--- src/hdl/pip_pkg.sv ---
package pip_pkg;

    localparam int COORD_W   = 16;
    localparam int RAY_W     = 16;
    localparam int COUNT_W   = 11;
    localparam int MAX_EDGES = 1024;
    // Counter stops at the edge limit, or at the largest 11-bit value below it
    localparam int COUNT_CAP = (MAX_EDGES < 2047) ? MAX_EDGES : 2047;

    localparam int QUEUE_DEPTH = 4;
    localparam int QUEUE_AW    = $clog2(QUEUE_DEPTH);

    typedef struct packed {
        logic signed [COORD_W-1:0] point_x;
        logic signed [COORD_W-1:0] point_y;
        logic signed [COORD_W-1:0] edge_start_x;
        logic signed [COORD_W-1:0] edge_start_y;
        logic signed [COORD_W-1:0] edge_end_x;
        logic signed [COORD_W-1:0] edge_end_y;
        logic                      last_edge;
    } pip_in_t;

    typedef struct packed {
        logic               inside_res;
        logic [COUNT_W-1:0] crossing_count;
    } pip_out_t;

    // Classified edge handed from the front to the back
    typedef struct packed {
        logic hit;
        logic last;
    } pip_cls_t;

    typedef enum logic [1:0] {
        SGN_ZERO,
        SGN_POS,
        SGN_NEG
    } sgn_t;

endpackage

--- src/hdl/pip_front.sv ---
module pip_front (
    input  logic                     aclk,
    input  logic                     aresetn,
    input  logic                     s_valid,
    output logic                     s_ready,
    input  pip_pkg::pip_in_t         s_data,
    input  logic [pip_pkg::RAY_W-1:0] ray_length,
    output logic                     q_push,
    output pip_pkg::pip_cls_t        q_data,
    input  logic                     q_full
);
    import pip_pkg::*;

    // Input side: differences, the three products, ray-side flags
    logic signed [COORD_W-1:0] px, py, sx, sy, ex, ey;
    logic signed [17:0]        rx;
    logic signed [16:0]        dy_es, dx_pe, dx_es, dy_pe;
    logic signed [18:0]        dx_re;
    logic signed [33:0]        m3a_c, m3b_c;
    logic signed [35:0]        m4a_c;
    sgn_t                      o1_c, o2_c;
    logic                      b1_c, b2_c, b3_c, b4_c;
    logic                      in_x_se, in_y_se, rx_in_se;

    // Stage register
    logic                      v1_reg, v1_next;
    logic signed [33:0]        m3a_reg, m3b_reg;
    logic signed [35:0]        m4a_reg;
    sgn_t                      o1_reg, o2_reg;
    logic                      b1_reg, b2_reg, b3_reg, b4_reg, last_reg;

    // Output side
    logic signed [34:0]        d3;
    logic signed [36:0]        d4;
    sgn_t                      o3, o4;
    logic                      load;

    always_comb begin
        px = s_data.point_x;
        py = s_data.point_y;
        sx = s_data.edge_start_x;
        sy = s_data.edge_start_y;
        ex = s_data.edge_end_x;
        ey = s_data.edge_end_y;
        rx = 18'(px) + signed'({2'b00, ray_length});

        dy_es = 17'(ey) - 17'(sy);
        dx_pe = 17'(px) - 17'(ex);
        dx_es = 17'(ex) - 17'(sx);
        dy_pe = 17'(py) - 17'(ey);
        dx_re = 19'(rx) - 19'(ex);

        m3a_c = 34'(dy_es) * 34'(dx_pe);
        m3b_c = 34'(dx_es) * 34'(dy_pe);
        m4a_c = 36'(dy_es) * 36'(dx_re);

        // The ray is horizontal, so its side tests reduce to y compares
        if (ray_length == '0 || sy == py) begin
            o1_c = SGN_ZERO;
        end else if (sy > py) begin
            o1_c = SGN_NEG;
        end else begin
            o1_c = SGN_POS;
        end
        if (ray_length == '0 || ey == py) begin
            o2_c = SGN_ZERO;
        end else if (ey > py) begin
            o2_c = SGN_NEG;
        end else begin
            o2_c = SGN_POS;
        end

        // Endpoint on the ray; an endpoint equal to the point itself never counts here
        b1_c = (sx != px || sy != py) && sy == py && sx >= px && 18'(sx) <= rx;
        b2_c = (ex != px || ey != py) && ey == py && ex >= px && 18'(ex) <= rx;

        in_x_se  = (px >= sx && px <= ex) || (px >= ex && px <= sx);
        in_y_se  = (py >= sy && py <= ey) || (py >= ey && py <= sy);
        rx_in_se = (rx >= 18'(sx) && rx <= 18'(ex)) || (rx >= 18'(ex) && rx <= 18'(sx));

        b3_c = (sx != px || sy != py) && in_x_se && in_y_se;
        b4_c = (18'(sx) != rx || sy != py) && rx_in_se && in_y_se;
    end

    assign s_ready = !v1_reg || !q_full;
    assign load    = s_valid && s_ready;
    assign q_push  = v1_reg && !q_full;

    always_comb begin
        v1_next = s_ready ? s_valid : v1_reg;
    end

    always_ff @(posedge aclk) begin
        if (!aresetn) begin
            v1_reg <= 1'b0;
        end else begin
            v1_reg <= v1_next;
        end
    end

    always_ff @(posedge aclk) begin
        if (load) begin
            m3a_reg  <= m3a_c;
            m3b_reg  <= m3b_c;
            m4a_reg  <= m4a_c;
            o1_reg   <= o1_c;
            o2_reg   <= o2_c;
            b1_reg   <= b1_c;
            b2_reg   <= b2_c;
            b3_reg   <= b3_c;
            b4_reg   <= b4_c;
            last_reg <= s_data.last_edge;
        end
    end

    always_comb begin
        d3 = 35'(m3a_reg) - 35'(m3b_reg);
        d4 = 37'(m4a_reg) - 37'(m3b_reg);
        if (d3 == '0) begin
            o3 = SGN_ZERO;
        end else if (d3[34]) begin
            o3 = SGN_NEG;
        end else begin
            o3 = SGN_POS;
        end
        if (d4 == '0) begin
            o4 = SGN_ZERO;
        end else if (d4[36]) begin
            o4 = SGN_NEG;
        end else begin
            o4 = SGN_POS;
        end
        q_data.hit = (o1_reg != o2_reg && o3 != o4) || b1_reg || b2_reg ||
                     (o3 == SGN_ZERO && b3_reg) || (o4 == SGN_ZERO && b4_reg);
        q_data.last = last_reg;
    end

endmodule

--- src/hdl/pip_queue.sv ---
module pip_queue (
    input  logic              aclk,
    input  logic              aresetn,
    input  logic              push,
    input  pip_pkg::pip_cls_t push_data,
    output logic              full,
    input  logic              pop,
    output logic              pop_valid,
    output pip_pkg::pip_cls_t pop_data
);
    import pip_pkg::*;

    pip_cls_t              mem_reg [QUEUE_DEPTH];
    logic [QUEUE_AW-1:0]   wr_ptr_reg, wr_ptr_next;
    logic [QUEUE_AW-1:0]   rd_ptr_reg, rd_ptr_next;
    logic [QUEUE_AW:0]     count_reg, count_next;
    logic                  do_push, do_pop;

    assign full      = (count_reg == (QUEUE_AW+1)'(QUEUE_DEPTH));
    assign pop_valid = (count_reg != '0);
    assign pop_data  = mem_reg[rd_ptr_reg];
    assign do_push   = push && !full;
    assign do_pop    = pop && pop_valid;

    always_comb begin
        wr_ptr_next = wr_ptr_reg;
        rd_ptr_next = rd_ptr_reg;
        count_next  = count_reg;
        if (do_push) begin
            wr_ptr_next = (wr_ptr_reg == QUEUE_AW'(QUEUE_DEPTH-1)) ? '0 : wr_ptr_reg + 1'b1;
        end
        if (do_pop) begin
            rd_ptr_next = (rd_ptr_reg == QUEUE_AW'(QUEUE_DEPTH-1)) ? '0 : rd_ptr_reg + 1'b1;
        end
        if (do_push && !do_pop) begin
            count_next = count_reg + 1'b1;
        end else if (do_pop && !do_push) begin
            count_next = count_reg - 1'b1;
        end
    end

    always_ff @(posedge aclk) begin
        if (!aresetn) begin
            wr_ptr_reg <= '0;
            rd_ptr_reg <= '0;
            count_reg  <= '0;
        end else begin
            wr_ptr_reg <= wr_ptr_next;
            rd_ptr_reg <= rd_ptr_next;
            count_reg  <= count_next;
        end
    end

    always_ff @(posedge aclk) begin
        if (do_push) begin
            mem_reg[wr_ptr_reg] <= push_data;
        end
    end

endmodule

--- src/hdl/pip_back.sv ---
module pip_back (
    input  logic              aclk,
    input  logic              aresetn,
    input  logic              q_valid,
    input  pip_pkg::pip_cls_t q_data,
    output logic              q_pop,
    output logic              m_valid,
    input  logic              m_ready,
    output pip_pkg::pip_out_t m_data
);
    import pip_pkg::*;

    logic [COUNT_W-1:0] cnt_reg, cnt_next, cnt_upd;
    logic               m_valid_reg, m_valid_next;
    pip_out_t           m_data_reg;
    logic               slot_free;

    assign slot_free = !m_valid_reg || m_ready;
    // A last word needs room in the output register; other words drain freely
    assign q_pop     = q_valid && (!q_data.last || slot_free);

    always_comb begin
        cnt_upd = cnt_reg;
        if (q_data.hit && cnt_reg < COUNT_W'(COUNT_CAP)) begin
            cnt_upd = cnt_reg + 1'b1;
        end
        cnt_next     = cnt_reg;
        m_valid_next = m_valid_reg;
        if (m_ready) begin
            m_valid_next = 1'b0;
        end
        if (q_pop) begin
            if (q_data.last) begin
                cnt_next     = '0;
                m_valid_next = 1'b1;
            end else begin
                cnt_next = cnt_upd;
            end
        end
    end

    always_ff @(posedge aclk) begin
        if (!aresetn) begin
            cnt_reg     <= '0;
            m_valid_reg <= 1'b0;
        end else begin
            cnt_reg     <= cnt_next;
            m_valid_reg <= m_valid_next;
        end
    end

    always_ff @(posedge aclk) begin
        if (q_pop && q_data.last) begin
            m_data_reg.inside_res     <= cnt_upd[0];
            m_data_reg.crossing_count <= cnt_upd;
        end
    end

    assign m_valid = m_valid_reg;
    assign m_data  = m_data_reg;

    a_cnt_cap: assert property (@(posedge aclk) disable iff (!aresetn)
        cnt_reg <= COUNT_W'(COUNT_CAP))
        else $error("hit counter above cap");

    a_clear_on_last: assert property (@(posedge aclk) disable iff (!aresetn)
        q_pop && q_data.last |=> cnt_reg == '0 && m_valid_reg)
        else $error("counter not cleared or word lost after last edge");

    a_parity: assert property (@(posedge aclk) disable iff (!aresetn)
        m_valid_reg |-> m_data_reg.inside_res == m_data_reg.crossing_count[0])
        else $error("inside flag disagrees with count parity");

    a_no_overwrite: assert property (@(posedge aclk) disable iff (!aresetn)
        m_valid_reg && !m_ready |-> !(q_pop && q_data.last))
        else $error("pending result overwritten");

endmodule

--- src/hdl/point_in_polygon_ray_cast.sv ---
// Streams polygon edges, one per cycle while s_ready is high, each word carrying
// the query point and one edge; a horizontal ray from the point to x plus
// ray_length is tested against every edge and hits are counted (saturating at
// the edge limit). The word flagged last_edge yields one result, the count and
// its parity as the inside flag, and starts a fresh polygon. Sustained rate is
// one edge per clock while results are taken: the front computes three products
// (two 17x17, one 17x19) in one register stage, then pushes a hit/last flag
// into a four-entry queue that the counter drains one entry per clock, a last
// entry only while the output register has room. ray_length is written through
// the cfg port, always ready, and must only be changed while no polygon is in flight.
module point_in_polygon_ray_cast (
    input  logic                       aclk,
    input  logic                       aresetn,
    input  logic                       cfg_valid,
    output logic                       cfg_ready,
    input  logic [pip_pkg::RAY_W-1:0]  cfg_data,
    input  logic                       s_valid,
    output logic                       s_ready,
    input  pip_pkg::pip_in_t           s_data,
    output logic                       m_valid,
    input  logic                       m_ready,
    output pip_pkg::pip_out_t          m_data
);
    import pip_pkg::*;

    localparam logic [RAY_W-1:0] RAY_RESET = RAY_W'(32767);

    logic [RAY_W-1:0] ray_len_reg;
    logic             q_push, q_full, q_pop, q_valid;
    pip_cls_t         q_wdata, q_rdata;

    assign cfg_ready = 1'b1;

    always_ff @(posedge aclk) begin
        if (!aresetn) begin
            ray_len_reg <= RAY_RESET;
        end else if (cfg_valid) begin
            ray_len_reg <= cfg_data;
        end
    end

    pip_front u_front (
        .aclk       (aclk),
        .aresetn    (aresetn),
        .s_valid    (s_valid),
        .s_ready    (s_ready),
        .s_data     (s_data),
        .ray_length (ray_len_reg),
        .q_push     (q_push),
        .q_data     (q_wdata),
        .q_full     (q_full)
    );

    pip_queue u_queue (
        .aclk      (aclk),
        .aresetn   (aresetn),
        .push      (q_push),
        .push_data (q_wdata),
        .full      (q_full),
        .pop       (q_pop),
        .pop_valid (q_valid),
        .pop_data  (q_rdata)
    );

    pip_back u_back (
        .aclk    (aclk),
        .aresetn (aresetn),
        .q_valid (q_valid),
        .q_data  (q_rdata),
        .q_pop   (q_pop),
        .m_valid (m_valid),
        .m_ready (m_ready),
        .m_data  (m_data)
    );

endmodule
--- config.mk ---
export PLATFORM = sky130hd
export DESIGN_NAME = point_in_polygon_ray_cast
export DESIGN_NICKNAME = d
export VERILOG_FILES = /design/src/hdl/pip_pkg.sv /design/src/hdl/pip_front.sv /design/src/hdl/pip_queue.sv /design/src/hdl/pip_back.sv /design/src/hdl/point_in_polygon_ray_cast.sv
export SDC_FILE = /design/constraint.sdc
export NUM_CORES = 2
export LEC_CHECK = 0
export BUFFER_PORTS_ARGS = -buffer_cell sky130_fd_sc_hd__buf_2
export CORE_ASPECT_RATIO = 0.5
export CORE_MARGIN = 3
export CORE_UTILIZATION = 48
export DETAILED_ROUTE_END_ITERATION = 8
export PLACE_DENSITY = 0.62
export SYNTH_ARGS = -nofsm -noshare
export SYNTH_HDL_FRONTEND = slang
export SYNTH_SLANG_ARGS = --single-unit
--- constraint.sdc ---
create_clock -name aclk -period 11.4 [get_ports aclk]
set_clock_uncertainty 0.15 [all_clocks]
set_input_delay 0.57 -clock aclk [delete_from_list [all_inputs] [get_ports aclk]]
set_output_delay 0.57 -clock aclk [all_outputs]
set_load 0.03 [all_outputs]
==> results.sh <==
export IMPL_cts_tree="yes"
export IMPL_ant_nets=0
export IMPL_clk_latency_ps=530
export IMPL_rsz0062_at_grt="false"
export IMPL_ys_ff_latch=170
export IMPL_clock_sinks=170
export IMPL_ys_warn_count=0
export IMPL_nets=7184
export IMPL_worstPathArrival_ps=10840
export IMPL_cts_setup_buffers=0
export IMPL_critical_path_max_stage_delay_ps=520
export IMPL_crit_family="compound AO/OA/AOI/OAI gates"
export IMPL_regToRegSetupSlack_ps=680
export IMPL_end_kind="flip-flop"
export IMPL_async_flop_share=0
export IMPL_cp_endpoint="u_front.m4a_reg[34]"
export IMPL_syn_instance_count=5549
export IMPL_fin_setup_tns_ps=0
export IMPL_grt_antenna_before_repair=8
export IMPL_drc=0
export IMPL_worstRegToRegCells=45
export IMPL_period_minus_slack_ps=10720
export IMPL_largest_reg_flops=36
export IMPL_drtPass1Iterations=5
export IMPL_grt_pass1_vias=40700
export IMPL_r2r_end="u_front.m4a_reg[34]"
export IMPL_outcome="finished clean"
export IMPL_slew_headroom=0.117
export IMPL_htree_levels=4
export IMPL_period_share=0.940
export IMPL_worst_pin_slew_ps=1320
export IMPL_routed_wl_um=154000
export IMPL_gr_usage_all_layers=0.297
export IMPL_cts_buffers=17
export IMPL_syn_to_final_growth_pct=6.80
export IMPL_dpl_worst_slack_ps=270
export IMPL_clock_tree_root_cell="clkbuf_16"
export IMPL_clk_pin_slew_ps=80
export IMPL_netlist_area_um2=49200
export IMPL_crit_cells=45
export IMPL_r2r_start="ray_len_reg[1]"
export IMPL_yosysUniqueCellTypes=100
export IMPL_required_ps=11520
export IMPL_io_buffers=131
export IMPL_fmax_mhz=93.3
export IMPL_m1WireLength_um=67400
export IMPL_layout_drive_gt1_share=0.0635
export IMPL_hold_class="input pin to flip-flop"
export IMPL_place_congestion=0.980
export IMPL_syn_area_per_cell_um2=8.86
export IMPL_fp_row_count=82
export IMPL_slew_viol_final=0
export IMPL_cts_buffer_depth=2
export IMPL_crit_top_cell="a21oi_1"
export IMPL_synth_edf_count=132
export IMPL_startpoint="ray_len_reg[1]"
export IMPL_setup_viol=0
export IMPL_initial_core_util=0.487
export IMPL_grt_pass1_wl_um=239000
export IMPL_top_layer="met5"
export IMPL_wl_per_cell_um=21.9
export IMPL_syn_nets=7076
export IMPL_critPathMaxFanout=5
export IMPL_cp_start_kind="flip-flop"
export IMPL_routed_via_count=39100
export IMPL_die_width_um=459
export IMPL_synthFlopType="edfxtp_1"
export IMPL_drt_vias_per_instance=5.58
export IMPL_final_hold_violation_count=0
export IMPL_wl_met2_um=64300
export IMPL_crit_type="flip-flop to flip-flop"
export IMPL_drt_iter0_drc=2976
export IMPL_maxCapViolations=0
export IMPL_die_h_um=232
export IMPL_fp_coreArea_um2=101000
export IMPL_nFillCells=9463
export IMPL_die_area_um2=107000
export IMPL_dr_wl_met3_um=16400
export IMPL_slowest_stage="fa_1"
export IMPL_grt_max_degree=58
export IMPL_grt_overflow=0
export IMPL_yosysSeqAreaShare=0.0961
export IMPL_hpwl_um=132000
export IMPL_postLayoutSetupSlackWorst_ps=681
export IMPL_ios=133
export IMPL_crit_buf_inv=5
## per-layer routing
| metal | GRT usage | up-vias |
|---|---|---|
| met5 | 0 | - |
| met4 | 0.107 | 6 |
| met3 | 0.0915 | 254 |
| met2 | 0.437 | 1509 |
| met1 | 0.413 | 19800 |
| li1 | - | 17600 |
## cells in the final DEF (no fill, tap or decap), types with 15 or more instances in the layout
master and instances:
nand3_1 77, xnor2_1 187, a21o_1 90, mux2i_1 30, a31oi_1 32, nor2_1 491, nor2b_1 83, a211oi_1 16
a21oi_1 183, nand2_1 628, buf_2 131, xor2_1 78, edfxtp_1 132, or2_2 25, o211ai_1 17, nor4_1 20
buf_4 113, o21a_1 43, fa_1 921, o21bai_1 32, clkbuf_16 17, or3_1 15, dfxtp_1 38, nor3_1 51
inv_1 1151, nand2b_1 53, ha_1 488, nand4_1 46, o21ai_0 121, and2_1 74, o2111ai_1 18, and3_1 35
## worst reg2reg max path: cells and delay by family (launching register included)
kind,cells,cell delay (ps)
compound gates,21,4120
fa+ha+maj,9,3760
simple gates,8,1430
flops,1,390
buf+inv,5,360
xor+xnor,2,280
## area by class of cell
| cell class | instances | area (um2) | share of cell area |
|---|---|---|---|
| multi-input combinational | 4068 | 39600 | 0.755 |
| sequential | 170 | 4720 | 0.0900 |
| inverter | 1156 | 4340 | 0.0827 |
| tap | 1344 | 1680 | 0.0320 |
| timing repair buffer | 244 | 1500 | 0.0286 |
| clock buffer | 17 | 425 | 0.00810 |
| clock inverter | 15 | 186 | 0.00355 |
| antenna | 4 | 10.0 | 0.000191 |
## worst min path at each step
stage / from / to / depth (start not counted)
after global placement: u_front.last_reg / u_queue.mem_reg[1][0] / 0
final: s_data[0] / u_front.last_reg / 1
after detailed placement: u_front.last_reg / u_queue.mem_reg[3][0] / 0
after floorplan: u_front.last_reg / u_queue.mem_reg[0][0] / 0
after global routing: s_data[0] / u_front.last_reg / 1
after CTS: s_data[0] / u_front.last_reg / 1
## synthesized netlist by cell type, types with 16 or more instances
| master | count | area share |
|---|---|---|
| inv_1 | 1151 | 0.088 |
| fa_1 | 921 | 0.38 |
| nand2_1 | 628 | 0.048 |
| nor2_1 | 492 | 0.038 |
| ha_1 | 488 | 0.12 |
| xnor2_1 | 197 | 0.035 |
| a21oi_1 | 184 | 0.019 |
| clkbuf_1 | 135 | 0.010 |
| edfxtp_1 | 132 | 0.081 |
| o21ai_0 | 122 | 0.012 |
| a21o_1 | 90 | 0.014 |
| nor2b_1 | 83 | 0.011 |
| xor2_1 | 80 | 0.014 |
| nand3_1 | 77 | 0.0078 |
| and2_1 | 74 | 0.0094 |
| nand2b_1 | 53 | 0.0067 |
| nor3_1 | 51 | 0.0052 |
| nand4_1 | 46 | 0.0059 |
| o21a_1 | 43 | 0.0066 |
| dfxtp_1 | 38 | 0.015 |
| and3_1 | 35 | 0.0045 |
| a31oi_1 | 33 | 0.0042 |
| o21bai_1 | 33 | 0.0050 |
| mux2i_1 | 30 | 0.0061 |
| or2_2 | 25 | 0.0032 |
| nor4_1 | 20 | 0.0025 |
| o2111ai_1 | 18 | 0.0032 |
| o211ai_1 | 17 | 0.0026 |
| a211oi_1 | 16 | 0.0024 |
## stage by stage
| step | util | instance area, um2 | std cells | hold WS (ps) |
|---|---|---|---|---|
| final | 0.521 | 52500 | 7018 | 103 |
| after global routing | 0.520 | 52500 | 7015 | 78.0 |
| after CTS | 0.520 | 52500 | 7014 | 38.0 |
| after detailed placement | 0.514 | 51900 | 6982 | 336 |
| after global placement | 0.514 | 51900 | 6982 | 324 |
| after floorplan | - | 49200 | 5549 | 309 |
## logic make-up (layout without fill, tap and decap cells)
family	after synthesis	count (layout)	synth area share
simple gates	1647	1647	0.151
fa+ha+maj	1412	1412	0.500
buf+inv	1311	1432	0.101
compound gates	692	692	0.0933
xor+xnor	278	278	0.0497
flops	170	170	0.0961
mux	38	38	0.00840
other cells	1	5	0.0000763
## what timing repair did
item	4_1_cts	5_1_grt
hold buffers	0	0
setup endpoints to repair	0	5
resized for setup	0	5
Power is not shown: default switching activity piles up to over one toggle a cycle in this logic, so the estimate is an artifact.
